### src/rtl/core/pwa_pkg.sv
`default_nettype none
package pwa_pkg;

	// Request opcodes on the input channel.
	localparam logic [1:0] OP_READ  = 2'd0;
	localparam logic [1:0] OP_WRITE = 2'd1;
	localparam logic [1:0] OP_DATA  = 2'd2;

	// Configuration register indexes.
	localparam logic CFG_PAGING   = 1'b0;
	localparam logic CFG_DIR_BASE = 1'b1;

	// Result queue geometry.
	localparam int RQ_DEPTH = 8;
	localparam int RQ_AW    = $clog2(RQ_DEPTH);
	localparam int RQ_CW    = $clog2(RQ_DEPTH + 1);

	typedef enum logic [1:0] {
		KIND_RD  = 2'd0,
		KIND_WR  = 2'd1,
		KIND_CMP = 2'd2,
		KIND_FLT = 2'd3
	} kind_t;

	typedef enum logic [2:0] {
		PH_IDLE  = 3'd0,
		PH_DIR   = 3'd1,
		PH_TBL   = 3'd2,
		PH_DATA  = 3'd3,
		PH_DRAIN = 3'd4
	} phase_t;

	typedef struct packed {
		logic [1:0]  opcode;
		logic [31:0] virt_addr;
		logic [2:0]  access_size;
		logic [31:0] write_data;
		logic [31:0] mem_data;
	} item_t;

	typedef struct packed {
		kind_t       kind;
		logic [31:0] phys_addr;
		logic [2:0]  mem_size;
		logic [31:0] result_data;
		logic        last;
	} res_t;

	// Up to two results produced by one item.
	typedef struct packed {
		logic v0;
		logic v1;
		res_t r0;
		res_t r1;
	} push_t;

	// Request context used while translating one access unit.
	typedef struct packed {
		logic [31:0] cur;
		logic [2:0]  size;
		logic        split;
		logic        write;
		logic [31:0] wdata;
	} ctx_t;

	typedef struct packed {
		res_t       res;
		phase_t     nphase;
		logic [2:0] nbyte;
		logic       cont;
	} act_t;

	// Starts an access unit (start set) or issues its final physical access at pa.
	function automatic act_t unit_act(input logic start, input logic paging,
			input logic [19:0] dbf, input ctx_t c, input logic [31:0] pa,
			input logic [2:0] b);
		act_t        a;
		logic [31:0] va;
		logic [31:0] wsh;
		logic        lst;
		logic [2:0]  us;
		va  = c.cur + {29'd0, b};
		us  = c.split ? 3'd1 : c.size;
		lst = !c.split || (({1'b0, b} + 4'd1) >= {1'b0, c.size});
		wsh = c.wdata >> {b[1:0], 3'b000};
		a.cont              = 1'b0;
		a.nbyte             = b;
		a.nphase            = PH_IDLE;
		a.res.kind          = KIND_RD;
		a.res.phys_addr     = start ? va : pa;
		a.res.mem_size      = us;
		a.res.result_data   = 32'd0;
		a.res.last          = 1'b0;
		if (start && paging) begin
			a.res.phys_addr = {dbf, va[31:22], 2'b00};
			a.res.mem_size  = 3'd4;
			a.nphase        = PH_DIR;
		end else if (c.write) begin
			a.res.kind        = KIND_WR;
			a.res.result_data = c.split ? {24'd0, wsh[7:0]} : c.wdata;
			a.res.last        = lst;
			if (!lst) begin
				a.cont  = 1'b1;
				a.nbyte = b + 3'd1;
			end
		end else begin
			a.nphase = PH_DATA;
		end
		return a;
	endfunction

	function automatic logic [31:0] size_mask(input logic [2:0] size);
		logic [31:0] m;
		case (size)
			3'd1:    m = 32'h0000_00FF;
			3'd2:    m = 32'h0000_FFFF;
			3'd3:    m = 32'h00FF_FFFF;
			default: m = 32'hFFFF_FFFF;
		endcase
		return m;
	endfunction

endpackage
`default_nettype wire

### src/rtl/core/pwa_req_if.sv
`default_nettype none
interface pwa_req_if;
	logic        valid;
	logic        ready;
	logic [1:0]  opcode;
	logic [31:0] virt_addr;
	logic [2:0]  access_size;
	logic [31:0] write_data;
	logic [31:0] mem_data;

	modport source (output valid, output opcode, output virt_addr, output access_size,
		output write_data, output mem_data, input ready);
	modport sink (input valid, input opcode, input virt_addr, input access_size,
		input write_data, input mem_data, output ready);
endinterface
`default_nettype wire

### src/rtl/core/pwa_rsp_if.sv
`default_nettype none
interface pwa_rsp_if;
	logic        valid;
	logic        ready;
	logic [1:0]  kind;
	logic [31:0] phys_addr;
	logic [2:0]  mem_size;
	logic [31:0] result_data;
	logic        last;

	modport source (output valid, output kind, output phys_addr, output mem_size,
		output result_data, output last, input ready);
	modport sink (input valid, input kind, input phys_addr, input mem_size,
		input result_data, input last, output ready);
endinterface
`default_nettype wire

### src/rtl/core/pwa_walk.sv
`default_nettype none
module pwa_walk import pwa_pkg::*; (
	input  wire logic        clk,
	input  wire logic        arst_n,
	input  wire logic        item_v,
	input  wire item_t       item,
	input  wire logic        paging,
	input  wire logic [19:0] dbf,
	output push_t            push
);

	phase_t      phase_q, phase_n;
	logic [31:0] cur_q, cur_n;
	logic [2:0]  byte_q, byte_n;
	logic [2:0]  size_q, size_n;
	logic        write_q, write_n;
	logic        split_q, split_n;
	logic [31:0] wdata_q, wdata_n;
	logic [31:0] asm_q, asm_n;

	ctx_t        ctx;
	logic [2:0]  sz;
	logic [31:0] end_va;
	logic [31:0] va_u;
	logic [2:0]  us_u;
	logic        last_u;
	logic        use1;
	logic        start1;
	logic [31:0] pa1;
	logic [2:0]  b1;
	act_t        act1;
	act_t        act2;
	logic        is_req;
	logic        is_data;

	always_ff @(posedge clk or negedge arst_n) begin
		if (!arst_n) begin
			phase_q <= PH_IDLE;
			cur_q   <= '0;
			byte_q  <= '0;
			size_q  <= '0;
			write_q <= 1'b0;
			split_q <= 1'b0;
			wdata_q <= '0;
			asm_q   <= '0;
		end else begin
			phase_q <= phase_n;
			cur_q   <= cur_n;
			byte_q  <= byte_n;
			size_q  <= size_n;
			write_q <= write_n;
			split_q <= split_n;
			wdata_q <= wdata_n;
			asm_q   <= asm_n;
		end
	end

	always_comb begin
		is_req  = item_v && (item.opcode == OP_READ || item.opcode == OP_WRITE);
		is_data = item_v && (item.opcode == OP_DATA);

		// Out-of-range sizes are clamped to the nearest legal one.
		sz = item.access_size;
		if (sz == 3'd0) begin
			sz = 3'd1;
		end else if (sz inside {[3'd5:3'd7]}) begin
			sz = 3'd4;
		end
		end_va = item.virt_addr + {29'd0, sz} - 32'd1;

		if (phase_q == PH_IDLE) begin
			ctx.cur   = item.virt_addr;
			ctx.size  = sz;
			ctx.split = item.virt_addr[31:12] != end_va[31:12];
			ctx.write = item.opcode == OP_WRITE;
			ctx.wdata = item.write_data;
		end else begin
			ctx.cur   = cur_q;
			ctx.size  = size_q;
			ctx.split = split_q;
			ctx.write = write_q;
			ctx.wdata = wdata_q;
		end

		va_u   = cur_q + {29'd0, byte_q};
		us_u   = split_q ? 3'd1 : size_q;
		last_u = !split_q || (({1'b0, byte_q} + 4'd1) >= {1'b0, size_q});

		phase_n = phase_q;
		cur_n   = cur_q;
		byte_n  = byte_q;
		size_n  = size_q;
		write_n = write_q;
		split_n = split_q;
		wdata_n = wdata_q;
		asm_n   = asm_q;
		use1    = 1'b0;
		start1  = 1'b1;
		pa1     = {item.mem_data[31:12], va_u[11:0]};
		b1      = byte_q;
		push    = '0;

		case (phase_q)
			PH_IDLE: begin
				if (is_req) begin
					cur_n   = ctx.cur;
					size_n  = ctx.size;
					split_n = ctx.split;
					write_n = ctx.write;
					wdata_n = ctx.wdata;
					byte_n  = 3'd0;
					asm_n   = 32'd0;
					use1    = 1'b1;
					b1      = 3'd0;
				end
			end
			PH_DIR: begin
				if (is_data) begin
					if (!item.mem_data[0]) begin
						push.v0 = 1'b1;
						push.r0 = '{KIND_FLT, va_u, us_u, 32'd0, 1'b1};
						phase_n = PH_IDLE;
					end else begin
						push.v0 = 1'b1;
						push.r0 = '{KIND_RD, {item.mem_data[31:12], va_u[21:12], 2'b00},
							3'd4, 32'd0, 1'b0};
						phase_n = PH_TBL;
					end
				end
			end
			PH_TBL: begin
				if (is_data) begin
					if (!item.mem_data[0]) begin
						push.v0 = 1'b1;
						push.r0 = '{KIND_FLT, va_u, us_u, 32'd0, 1'b1};
						phase_n = PH_IDLE;
					end else begin
						use1   = 1'b1;
						start1 = 1'b0;
					end
				end
			end
			PH_DATA: begin
				if (is_data) begin
					if (split_q) begin
						asm_n = asm_q | ({24'd0, item.mem_data[7:0]} << {byte_q[1:0], 3'b000});
					end else begin
						asm_n = item.mem_data & size_mask(size_q);
					end
					if (last_u) begin
						push.v0 = 1'b1;
						push.r0 = '{KIND_CMP, 32'd0, size_q, asm_n, 1'b1};
						phase_n = PH_IDLE;
					end else begin
						use1 = 1'b1;
						b1   = byte_q + 3'd1;
					end
				end
			end
			PH_DRAIN: begin
				if (is_data) begin
					use1 = 1'b1;
				end
			end
			default: begin
				if (is_data) begin
					phase_n = PH_IDLE;
				end
			end
		endcase

		act1 = unit_act(start1, paging, dbf, ctx, pa1, b1);
		act2 = unit_act(1'b1, paging, dbf, ctx, 32'd0, act1.nbyte);

		if (use1) begin
			push.v0 = 1'b1;
			push.r0 = act1.res;
			phase_n = act1.nphase;
			byte_n  = act1.nbyte;
			if (act1.cont) begin
				push.v1 = 1'b1;
				push.r1 = act2.res;
				phase_n = act2.nphase;
				byte_n  = act2.nbyte;
				if (act2.cont) begin
					phase_n = PH_DRAIN;
				end
			end
		end
	end

	a_fault_ends: assert property (@(posedge clk) disable iff (!arst_n)
		(push.v0 && push.r0.kind == KIND_FLT) |=> phase_q == PH_IDLE)
		else $error("walk did not return to idle after a page fault");

	a_second_after_write: assert property (@(posedge clk) disable iff (!arst_n)
		push.v1 |-> (push.r0.kind == KIND_WR && !push.r0.last))
		else $error("second result not preceded by a non-final write");

	a_drain_split_write: assert property (@(posedge clk) disable iff (!arst_n)
		phase_q == PH_DRAIN |-> (write_q && split_q))
		else $error("drain phase outside a split write");

endmodule
`default_nettype wire

### src/rtl/core/pwa_rq.sv
`default_nettype none
module pwa_rq import pwa_pkg::*; (
	input  wire logic             clk,
	input  wire logic             arst_n,
	input  wire push_t            push,
	input  wire logic             pop,
	output logic                  head_v,
	output res_t                  head,
	output logic [RQ_CW-1:0]      count
);

	res_t             mem_q [RQ_DEPTH];
	logic [RQ_AW-1:0] wr_q;
	logic [RQ_AW-1:0] rd_q;
	logic [RQ_CW-1:0] cnt_q;
	logic [RQ_AW-1:0] wr_p1;

	assign wr_p1  = wr_q + RQ_AW'(1);
	assign head_v = cnt_q != '0;
	assign head   = mem_q[rd_q];
	assign count  = cnt_q;

	always_ff @(posedge clk) begin
		if (push.v0) begin
			mem_q[wr_q] <= push.r0;
		end
		if (push.v1) begin
			mem_q[wr_p1] <= push.r1;
		end
	end

	always_ff @(posedge clk or negedge arst_n) begin
		if (!arst_n) begin
			wr_q  <= '0;
			rd_q  <= '0;
			cnt_q <= '0;
		end else begin
			wr_q  <= wr_q + RQ_AW'(push.v0) + RQ_AW'(push.v1);
			rd_q  <= rd_q + RQ_AW'(pop);
			cnt_q <= cnt_q + RQ_CW'(push.v0) + RQ_CW'(push.v1) - RQ_CW'(pop);
		end
	end

	a_no_overflow: assert property (@(posedge clk) disable iff (!arst_n)
		cnt_q <= RQ_CW'(RQ_DEPTH))
		else $error("result queue overflow");

	a_push_order: assert property (@(posedge clk) disable iff (!arst_n)
		push.v1 |-> push.v0)
		else $error("second push slot used without the first");

	a_pop_nonempty: assert property (@(posedge clk) disable iff (!arst_n)
		(pop && cnt_q == RQ_CW'(1) && !push.v0) |=> !head_v)
		else $error("queue not empty after draining its last item");

endmodule
`default_nettype wire

### src/rtl/core/two_level_page_walk_access_unit.sv
// An item passes the input stage register, the walk and the result queue to rsp.
// Throughput: one input item per cycle while req.ready is high; rsp moves one result
// item per cycle while rsp.ready is high, so items that cause two results drain
// through the eight-entry result queue at that rate.
// Reset (arst_n low, asynchronous): walk idle, translation off, directory base zero,
// result queue empty.
`default_nettype none
module two_level_page_walk_access_unit import pwa_pkg::*; (
	input  wire logic        clk,
	input  wire logic        arst_n,
	input  wire logic        cfg_we,
	input  wire logic        cfg_index,
	input  wire logic [19:0] cfg_data,
	pwa_req_if.sink          req,
	pwa_rsp_if.source        rsp
);

	// Configuration registers: paging enable and page directory base frame.
	logic        paging_q;
	logic [19:0] dbf_q;

	// Input stage register. Each registered item is consumed by the walk logic in
	// the following cycle, so the stage never stalls on its own.
	logic  v_s1;
	item_t item_s1;

	push_t            push;
	logic             pop;
	logic             head_v;
	res_t             head;
	logic [RQ_CW-1:0] rq_count;
	logic [RQ_CW:0]   reserved;
	logic             accept;

	always_ff @(posedge clk or negedge arst_n) begin
		if (!arst_n) begin
			paging_q <= 1'b0;
			dbf_q    <= '0;
		end else if (cfg_we) begin
			case (cfg_index)
				CFG_PAGING:   paging_q <= cfg_data[0];
				CFG_DIR_BASE: dbf_q    <= cfg_data;
				default:      paging_q <= paging_q;
			endcase
		end
	end

	// Flow control: every item may cause up to two results. An item is taken only
	// when the queue can hold two results for it on top of two for the item that
	// sits in the input stage, so nothing is ever dropped.
	always_comb begin
		reserved = {1'b0, rq_count} + (v_s1 ? (RQ_CW+1)'(2) : '0);
	end
	assign req.ready = reserved <= (RQ_CW+1)'(RQ_DEPTH - 2);
	assign accept    = req.valid && req.ready;

	always_ff @(posedge clk or negedge arst_n) begin
		if (!arst_n) begin
			v_s1 <= 1'b0;
		end else begin
			v_s1 <= accept;
		end
	end

	always_ff @(posedge clk) begin
		if (accept) begin
			item_s1.opcode      <= req.opcode;
			item_s1.virt_addr   <= req.virt_addr;
			item_s1.access_size <= req.access_size;
			item_s1.write_data  <= req.write_data;
			item_s1.mem_data    <= req.mem_data;
		end
	end

	// The walk holds the request context and phase (directory read, table read,
	// data wait, split-write drain) and turns one item into zero, one or two results.
	pwa_walk u_walk (
		.clk    (clk),
		.arst_n (arst_n),
		.item_v (v_s1),
		.item   (item_s1),
		.paging (paging_q),
		.dbf    (dbf_q),
		.push   (push)
	);

	// The result queue decouples the output side: input items keep flowing while
	// earlier results wait for rsp.ready, as long as the queue has room.
	assign pop = head_v && rsp.ready;

	pwa_rq u_rq (
		.clk    (clk),
		.arst_n (arst_n),
		.push   (push),
		.pop    (pop),
		.head_v (head_v),
		.head   (head),
		.count  (rq_count)
	);

	assign rsp.valid       = head_v;
	assign rsp.kind        = head.kind;
	assign rsp.phys_addr   = head.phys_addr;
	assign rsp.mem_size    = head.mem_size;
	assign rsp.result_data = head.result_data;
	assign rsp.last        = head.last;

endmodule
`default_nettype wire

### src/flat_wrapper.sv
// flat-port wrapper written by rule: the top's interface ports become plain ports
module two_level_page_walk_access_unit_flat import pwa_pkg::*;
  (clk, arst_n, cfg_we, cfg_index, cfg_data, req_valid, req_opcode, req_virt_addr, req_access_size, req_write_data, req_mem_data, req_ready, rsp_valid, rsp_kind, rsp_phys_addr, rsp_mem_size, rsp_result_data, rsp_last, rsp_ready);
  pwa_req_if req_i ();
  pwa_rsp_if rsp_i ();
  input  wire logic clk;
  input  wire logic arst_n;
  input  wire logic cfg_we;
  input  wire logic cfg_index;
  input  wire logic [19:0] cfg_data;
  input wire logic [$bits(req_i.valid)-1:0] req_valid;
  input wire logic [$bits(req_i.opcode)-1:0] req_opcode;
  input wire logic [$bits(req_i.virt_addr)-1:0] req_virt_addr;
  input wire logic [$bits(req_i.access_size)-1:0] req_access_size;
  input wire logic [$bits(req_i.write_data)-1:0] req_write_data;
  input wire logic [$bits(req_i.mem_data)-1:0] req_mem_data;
  output wire logic [$bits(req_i.ready)-1:0] req_ready;
  output wire logic [$bits(rsp_i.valid)-1:0] rsp_valid;
  output wire logic [$bits(rsp_i.kind)-1:0] rsp_kind;
  output wire logic [$bits(rsp_i.phys_addr)-1:0] rsp_phys_addr;
  output wire logic [$bits(rsp_i.mem_size)-1:0] rsp_mem_size;
  output wire logic [$bits(rsp_i.result_data)-1:0] rsp_result_data;
  output wire logic [$bits(rsp_i.last)-1:0] rsp_last;
  input wire logic [$bits(rsp_i.ready)-1:0] rsp_ready;
  assign req_i.valid = req_valid;
  assign req_i.opcode = req_opcode;
  assign req_i.virt_addr = req_virt_addr;
  assign req_i.access_size = req_access_size;
  assign req_i.write_data = req_write_data;
  assign req_i.mem_data = req_mem_data;
  assign req_ready = req_i.ready;
  assign rsp_valid = rsp_i.valid;
  assign rsp_kind = rsp_i.kind;
  assign rsp_phys_addr = rsp_i.phys_addr;
  assign rsp_mem_size = rsp_i.mem_size;
  assign rsp_result_data = rsp_i.result_data;
  assign rsp_last = rsp_i.last;
  assign rsp_i.ready = rsp_ready;
  two_level_page_walk_access_unit u_core (.clk(clk), .arst_n(arst_n), .cfg_we(cfg_we), .cfg_index(cfg_index), .cfg_data(cfg_data), .req(req_i), .rsp(rsp_i));
endmodule
### config.mk
export PLATFORM = sky130hd
export DESIGN_NAME = two_level_page_walk_access_unit_flat
export DESIGN_NICKNAME = d
export VERILOG_FILES = /design/src/rtl/core/pwa_pkg.sv /design/src/rtl/core/pwa_req_if.sv /design/src/rtl/core/pwa_rsp_if.sv /design/src/rtl/core/pwa_walk.sv /design/src/rtl/core/pwa_rq.sv /design/src/rtl/core/two_level_page_walk_access_unit.sv /design/src/flat_wrapper.sv
export SDC_FILE = /design/constraint.sdc
export NUM_CORES = 1
export LEC_CHECK = 0
export BUFFER_PORTS_ARGS = -buffer_cell sky130_fd_sc_hd__buf_2
export CAP_MARGIN = 25
export CORE_MARGIN = 5
export CORE_UTILIZATION = 52
export CTS_CLUSTER_SIZE = 40
export DETAILED_ROUTE_END_ITERATION = 6
export GPL_ROUTABILITY_DRIVEN = 0
export PLACE_DENSITY = 0.69
export SLEW_MARGIN = 30
export SYNTH_ARGS = -nofsm -noshare
export SYNTH_HDL_FRONTEND = slang
export SYNTH_HIERARCHICAL = 1
export SYNTH_SLANG_ARGS = --single-unit
### constraint.sdc
create_clock -name clk -period 25.3 [get_ports clk]
set_clock_uncertainty 0.1 [all_clocks]
set_input_delay 0 -clock clk [delete_from_list [all_inputs] [get_ports clk]]
set_output_delay 0 -clock clk [all_outputs]
set_load 0.05 [all_outputs]
* Yosys cells after proc, flatten, opt, wreduce, memory -nomap -nowiden
Memories as Yosys holds them, arrays and structs flattened. Cells that the tools add are included. W data, S select, Z words.
Word-level totals: bits in registers 240, bits in writable memories 560, input port bits 127, output and inout bits 72, logic and storage cells 172, memories 1
Memory list:
- u_core.u_rq.mem_q | depth 8, width 70, read ports 1, clocked after Yosys merged registers in 0, wr ports 2, RTL line pwa_rq.sv:12 | res_t mem_q [RQ_DEPTH];
Operators by class: add/subtract/negate cells 19, magnitude comparators 6, equality and inequality tests 15, shift operators 3, multiplexer cells 81, bitwise gates (word level) 3, reduce and logical (&&, ||, !) cells 25
Operators by type and width (count):
- $mux W70 | 7
- $mux W32 | 9
- $pmux W70 S3 | 1
- $mux W142 | 1
- $mux W33 | 4
- $add A32 B3 Y32 | 4
- $pmux W32 S3 | 1
- $mux W35 | 2
- $mux W69 | 1
- $pmux W32 S2 | 1
- $shr A32 B5 Y8 | 2
- $mux W3 | 20
- $and A32 B32 Y32 | 1
- $or A32 B32 Y32 | 1
- $shl A8 B5 Y32 | 1
- $sub A32 B1 Y32 const B | 1
- $mux W4 | 6
- $ne A20 B20 Y1 | 1
- $mux W1 | 19
- $add A3 B1 Y3 const B | 4
- $add A3 B1 Y4 const B | 3
- $eq A3 B2 Y1 const B | 4
- $ge A4 B3 Y1 | 3
- $pmux W3 S4 | 1
- other kinds (30) | 54

* Depth between registers and ports, before layout
word-level depth 23, mapped depth 30, mapped depth without buffers 28

* By module
Netlist, hierarchy kept.
Modules (own cells, without submodules):
- pwa_rq | times used 1, cells each 1494, area each 28203.3 um2, seq. area each 17066.4 um2
- pwa_walk | times used 1, cells each 1661, area each 12462.0 um2, seq. area each 2677.6 um2
- two_level_page_walk_access_unit | times used 1, cells each 158, area each 3996.3 um2, seq. area each 3583.4 um2

* Worst setup path after synthesis
No wires, ideal clock.
kind register to register, from register u_core.u_walk.byte_q[0], to memory u_core/u_rq/mem_q[2][0] (netlist bit) (enable), library setup time 605 ps, arrival time 7666 ps, data required time 24595 ps, setup slack 16929 ps, stages on the path, launching flop included 12, buffers on the path 2, clock period less this slack 8371 ps, cell sequence dfrtp_1 ha_1 ha_1 a21o_1 a221oi_2 nand2_1 and3_1 clkbuf_1 clkbuf_1 nand3_1 nand2_1 o32ai_1
RTL lines:
- start: declaration | RTL line pwa_walk.sv:14 | logic [2:0] byte_q, byte_n;
- start signal: assignment | RTL line pwa_walk.sv:49 | byte_q <= byte_n;
- end: declaration | RTL line pwa_rq.sv:12

==> flow_summary.json <==
{
  "seq_area_mm2": 0.0233,
  "grt_use_met3_pct": 6.00,
  "required_ns": 25.57,
  "r2r-start": "u_core/u_walk/byte_q[0]",
  "muxShareOfSynthArea_pct": 26.5,
  "cts_buffer_depth": 3,
  "grt-busiest-layer": "met2",
  "async_flop_share_pct": 17.4,
  "start_util_pct": 52.5,
  "worstMarginPinSlew_ns": 1.14,
  "synth_ff_type": "edfxtp_1",
  "rows": 107,
  "ff2ff_setup_slack_ns": 17.20,
  "cp.arrival_ns": 8.36,
  "synthCells": 3313,
  "yosys-top-cells-count": "661 x edfxtp_1, 628 x mux2_2, 301 x nand2_1",
  "failed_checks": "DRC",
  "overflow": 0,
  "outcome": "finished with violations",
  "die_area_mm2": 0.0918,
  "ys_seq_elements": 800,
  "area_growth_pct": 16.5,
  "hold_depth": 3,
  "synth_top_family_by_area": "multiplexers",
  "num-nets-final": 3881,
  "wirelength_um": 135000,
  "setup-tns-final_ns": 0,
  "antenna_found_initial": 2,
  "synth-xor-area-share_pct": 2.48,
  "p_sw_share_pct": 40.0,
  "r2r-end": "u_core/u_rq/mem_q[7][61]",
  "avgRoutedWirePerCell_um": 27.6,
  "fmax_mhz": 124,
  "grt_pass1_vias": 31500,
  "setup_violations": 0,
  "pwr-share-clk_pct": 24.2,
  "cts-root-buf": "clkbuf_16",
  "yosysTopAreaCellShare_pct": 44.4,
  "p_seq_share_pct": 35.0,
  "peakVddDrop_mv": 0.0795,
  "grt_util_met2_pct": 45.6,
  "reg2regPathDepth": 25,
  "synth.most_common_cell": "edfxtp_1",
  "grt_start_max_net_pins": 113,
  "syn_avg_cell_area_um2": 13.5,
  "final_util_pct": 61.1,
  "cpMaxStageDelayCell": "a221oi_4",
  "drt_iter0_drc": 3968,
  "cp_max_fo": 16,
  "multiInputGateArea_mm2": 0.0204,
  "synthSimpleGateAreaFrac_pct": 6.36,
  "path_class": "reg -> reg",
  "crit_path_end_kind": "register",
  "drive_above_1_share_pct": 34.1,
  "clock_sinks": 800,
  "die_w_um": 303,
  "final_hold_viol_count": 0,
  "ys_types": 89,
  "maxCapViolCount": 0,
  "power_switching_w": 0.00209,
  "hp-start": "cfg_data[10]",
  "dr_total_vias": 31300,
  "slew_headroom_pct": 24.2,
  "p_leak_nw": 19.8,
  "synth_edf_count": 661,
  "grtUsageMet1_pct": 40.8,
  "slew_viol_final": 0,
  "yosysTopAreaCell": "edfxtp_1",
  "cpMostUsedCell": "ha_1",
  "rsz0062_at_grt": "false",
  "fin_crit_sh_pct": 32.0,
  "cp_slowest_stage_delay_ns": 0.80,
  "synth_compound_area_share_pct": 7.37,
  "post_cts_resized": 0,
  "p_int_w": 0.00312,
  "p_comb_share_pct": 40.8,
  "drc": 15,
  "min_to": "u_core/dbf_q[10]",
  "ant_nets": 0,
  "start_kind": "register",
  "seq_area_frac_synth_pct": 52.2,
  "grt_pass1_wl_um": 200000,
  "n_antenna_cell": 0,
  "drt_first_pass_iters": 7,
  "fillers": 6495,
  "min_path_type": "in -> reg",
  "yosysWarnings": 6,
  "portBuffers": 198,
  "clk-insertion-delay-late_ns": 0.66,
  "core_mm2": 0.0851,
  "cts_buffers": 87,
  "clk_pin_slew_ns": 0.06,
  "ios": 199,
  "fp.dieH_um": 303,
  "viasPerCell": 6.39,
  "pwr_density_cell_mw_per_mm2": 100,
  "synthTopCellsByArea": "edfxtp_1 44%, mux2_2 16%, mux4_2 7.9%, dfrtp_1 7.8%, nand2_1 2.5%",
  "min_period_ns": 8.10,
  "global_route.usage.total_pct": 29.1,
  "synth.cell_area_mm2": 0.0447,
  "synth-adder-area-share_pct": 1.96,
  "cts_htree_levels": 3,
  "dpl.hpwl_um": 87200,
  "cts_tree": "built"
}
flip-flops by register name, summed over array words and instances, names as in the netlist:
signal	flops
u_core/u_rq/rd_q	3
u_core/item_s1	101
u_core/u_walk/asm_q	32
u_core/u_walk/byte_q	3
u_core/u_rq/mem_q	560
u_core/u_walk/size_q	3
u_core/u_walk/write_q	1
u_core/v_s1	1
u_core/u_rq/wr_q	3
u_core/paging_q	1
u_core/u_walk/cur_q	32
u_core/u_walk/split_q	1
u_core/u_rq/count	4
u_core/u_walk/wdata_q	32
u_core/u_walk/phase_q	3
u_core/dbf_q	20
what timing repair did:
action / 4_1_cts / 5_1_grt
setup buffers: 0 / 0
hold buffers: 220 / 0
hold endpoints to repair: 199 / 0
logic make-up (layout without fill, tap and decap cells):
group | count (synthesis) | after routing
buffers and inverters | 298 | 718
multiplexers | 898 | 898
AND/OR/NAND/NOR | 622 | 622
other | 1 | 26
flip-flops | 800 | 800
XOR/XNOR | 124 | 124
adder cells (fa/ha/maj) | 67 | 67
AO/OA/AOI/OAI | 503 | 503
how the worst max path moves through the flow:
stage | start | end | depth (start not counted)
2_1_floorplan | u_core/u_walk/byte_q[0] | u_core/u_rq/mem_q[2][0] | 11
3_3_place_gp | u_core/u_walk/byte_q[0] | u_core/u_rq/mem_q[0][65] | 23
3_5_place_dp | u_core/u_walk/byte_q[0] | u_core/u_rq/mem_q[1][50] | 23
4_1_cts | u_core/u_walk/byte_q[0] | u_core/u_rq/mem_q[4][65] | 23
5_1_grt | u_core/u_walk/byte_q[0] | u_core/u_rq/mem_q[2][61] | 25
6_report | u_core/u_walk/byte_q[0] | u_core/u_rq/mem_q[7][61] | 25
layer usage:
layer,vias up,part of all wire [%]
met5,-,0
met4,0,3.7
met3,284,10
met2,1784,46
met1,15800,40
li1,13500,-
layout by cell type, fill, tap and decap left out, types with 34 or more instances in the layout:
cell,n
a21o_1,36
clkbuf_16,88
mux2_2,628
xnor2_1,50
mux4_2,156
nand2_1,298
buf_4,55
inv_1,72
a22oi_1,35
dlygate4sd3_1,219
nand3_1,36
nor2_1,115
o21ai_0,135
xor2_1,71
dfrtp_1,136
o22ai_1,34
ha_1,62
buf_2,197
mux2i_1,87
a21oi_1,87
edfxtp_1,661
worst max-delay path: cells and delay by family, from the launching register on:
| family | cells | cell delay (ns) |
|---|---|---|
| xor gates and xnor gates | 2 | 0.64 |
| buffers and inverters | 2 | 0.57 |
| muxes | 2 | 0.82 |
| and+or+nand+nor | 6 | 0.90 |
| AOI/OAI and AO/OA | 8 | 2.58 |
| adders and majority gates | 5 | 1.72 |
| DFF | 1 | 0.47 |
metrics by stage:
stage | cells | worst slack [ns] | hold WS [ns] | power (W) | area, um^2
after floorplan | 3338 | 16.93 | -0.396 | 0.00329 | 44800
after global placement | 4515 | 17.82 | -0.0162 | 0.00385 | 46700
after detailed placement | 4519 | 17.50 | -0.0110 | 0.00390 | 46800
after CTS | 4899 | 17.45 | 0.000727 | 0.00518 | 51900
after global routing | 4902 | 16.77 | 0.0259 | 0.00542 | 52000
final | 4902 | 17.20 | 0.0274 | 0.00521 | 52000
final cells by class:
class / count / share of cell area (%)
Clock inverter: 54 / 1.01
Inverter: 76 / 0.548
Sequential cell: 800 / 44.9
Multi-Input combinational cell: 2240 / 39.1
Clock buffer: 106 / 4.40
Timing Repair Buffer: 482 / 7.29
Tap cell: 1144 / 2.75
power by group through the flow:
stage / logic, W / clock network [W] / registers [W]
finish: 0.00213 / 0.00126 / 0.00182
global route: 0.00225 / 0.00134 / 0.00184
CTS: 0.00209 / 0.00127 / 0.00182
detailed placement: 0.00205 / 0 / 0.00185
global placement: 0.00202 / 0 / 0.00184
floorplan: 0.00157 / 0 / 0.00173
Note: power is estimated with default switching activity, not from simulation.
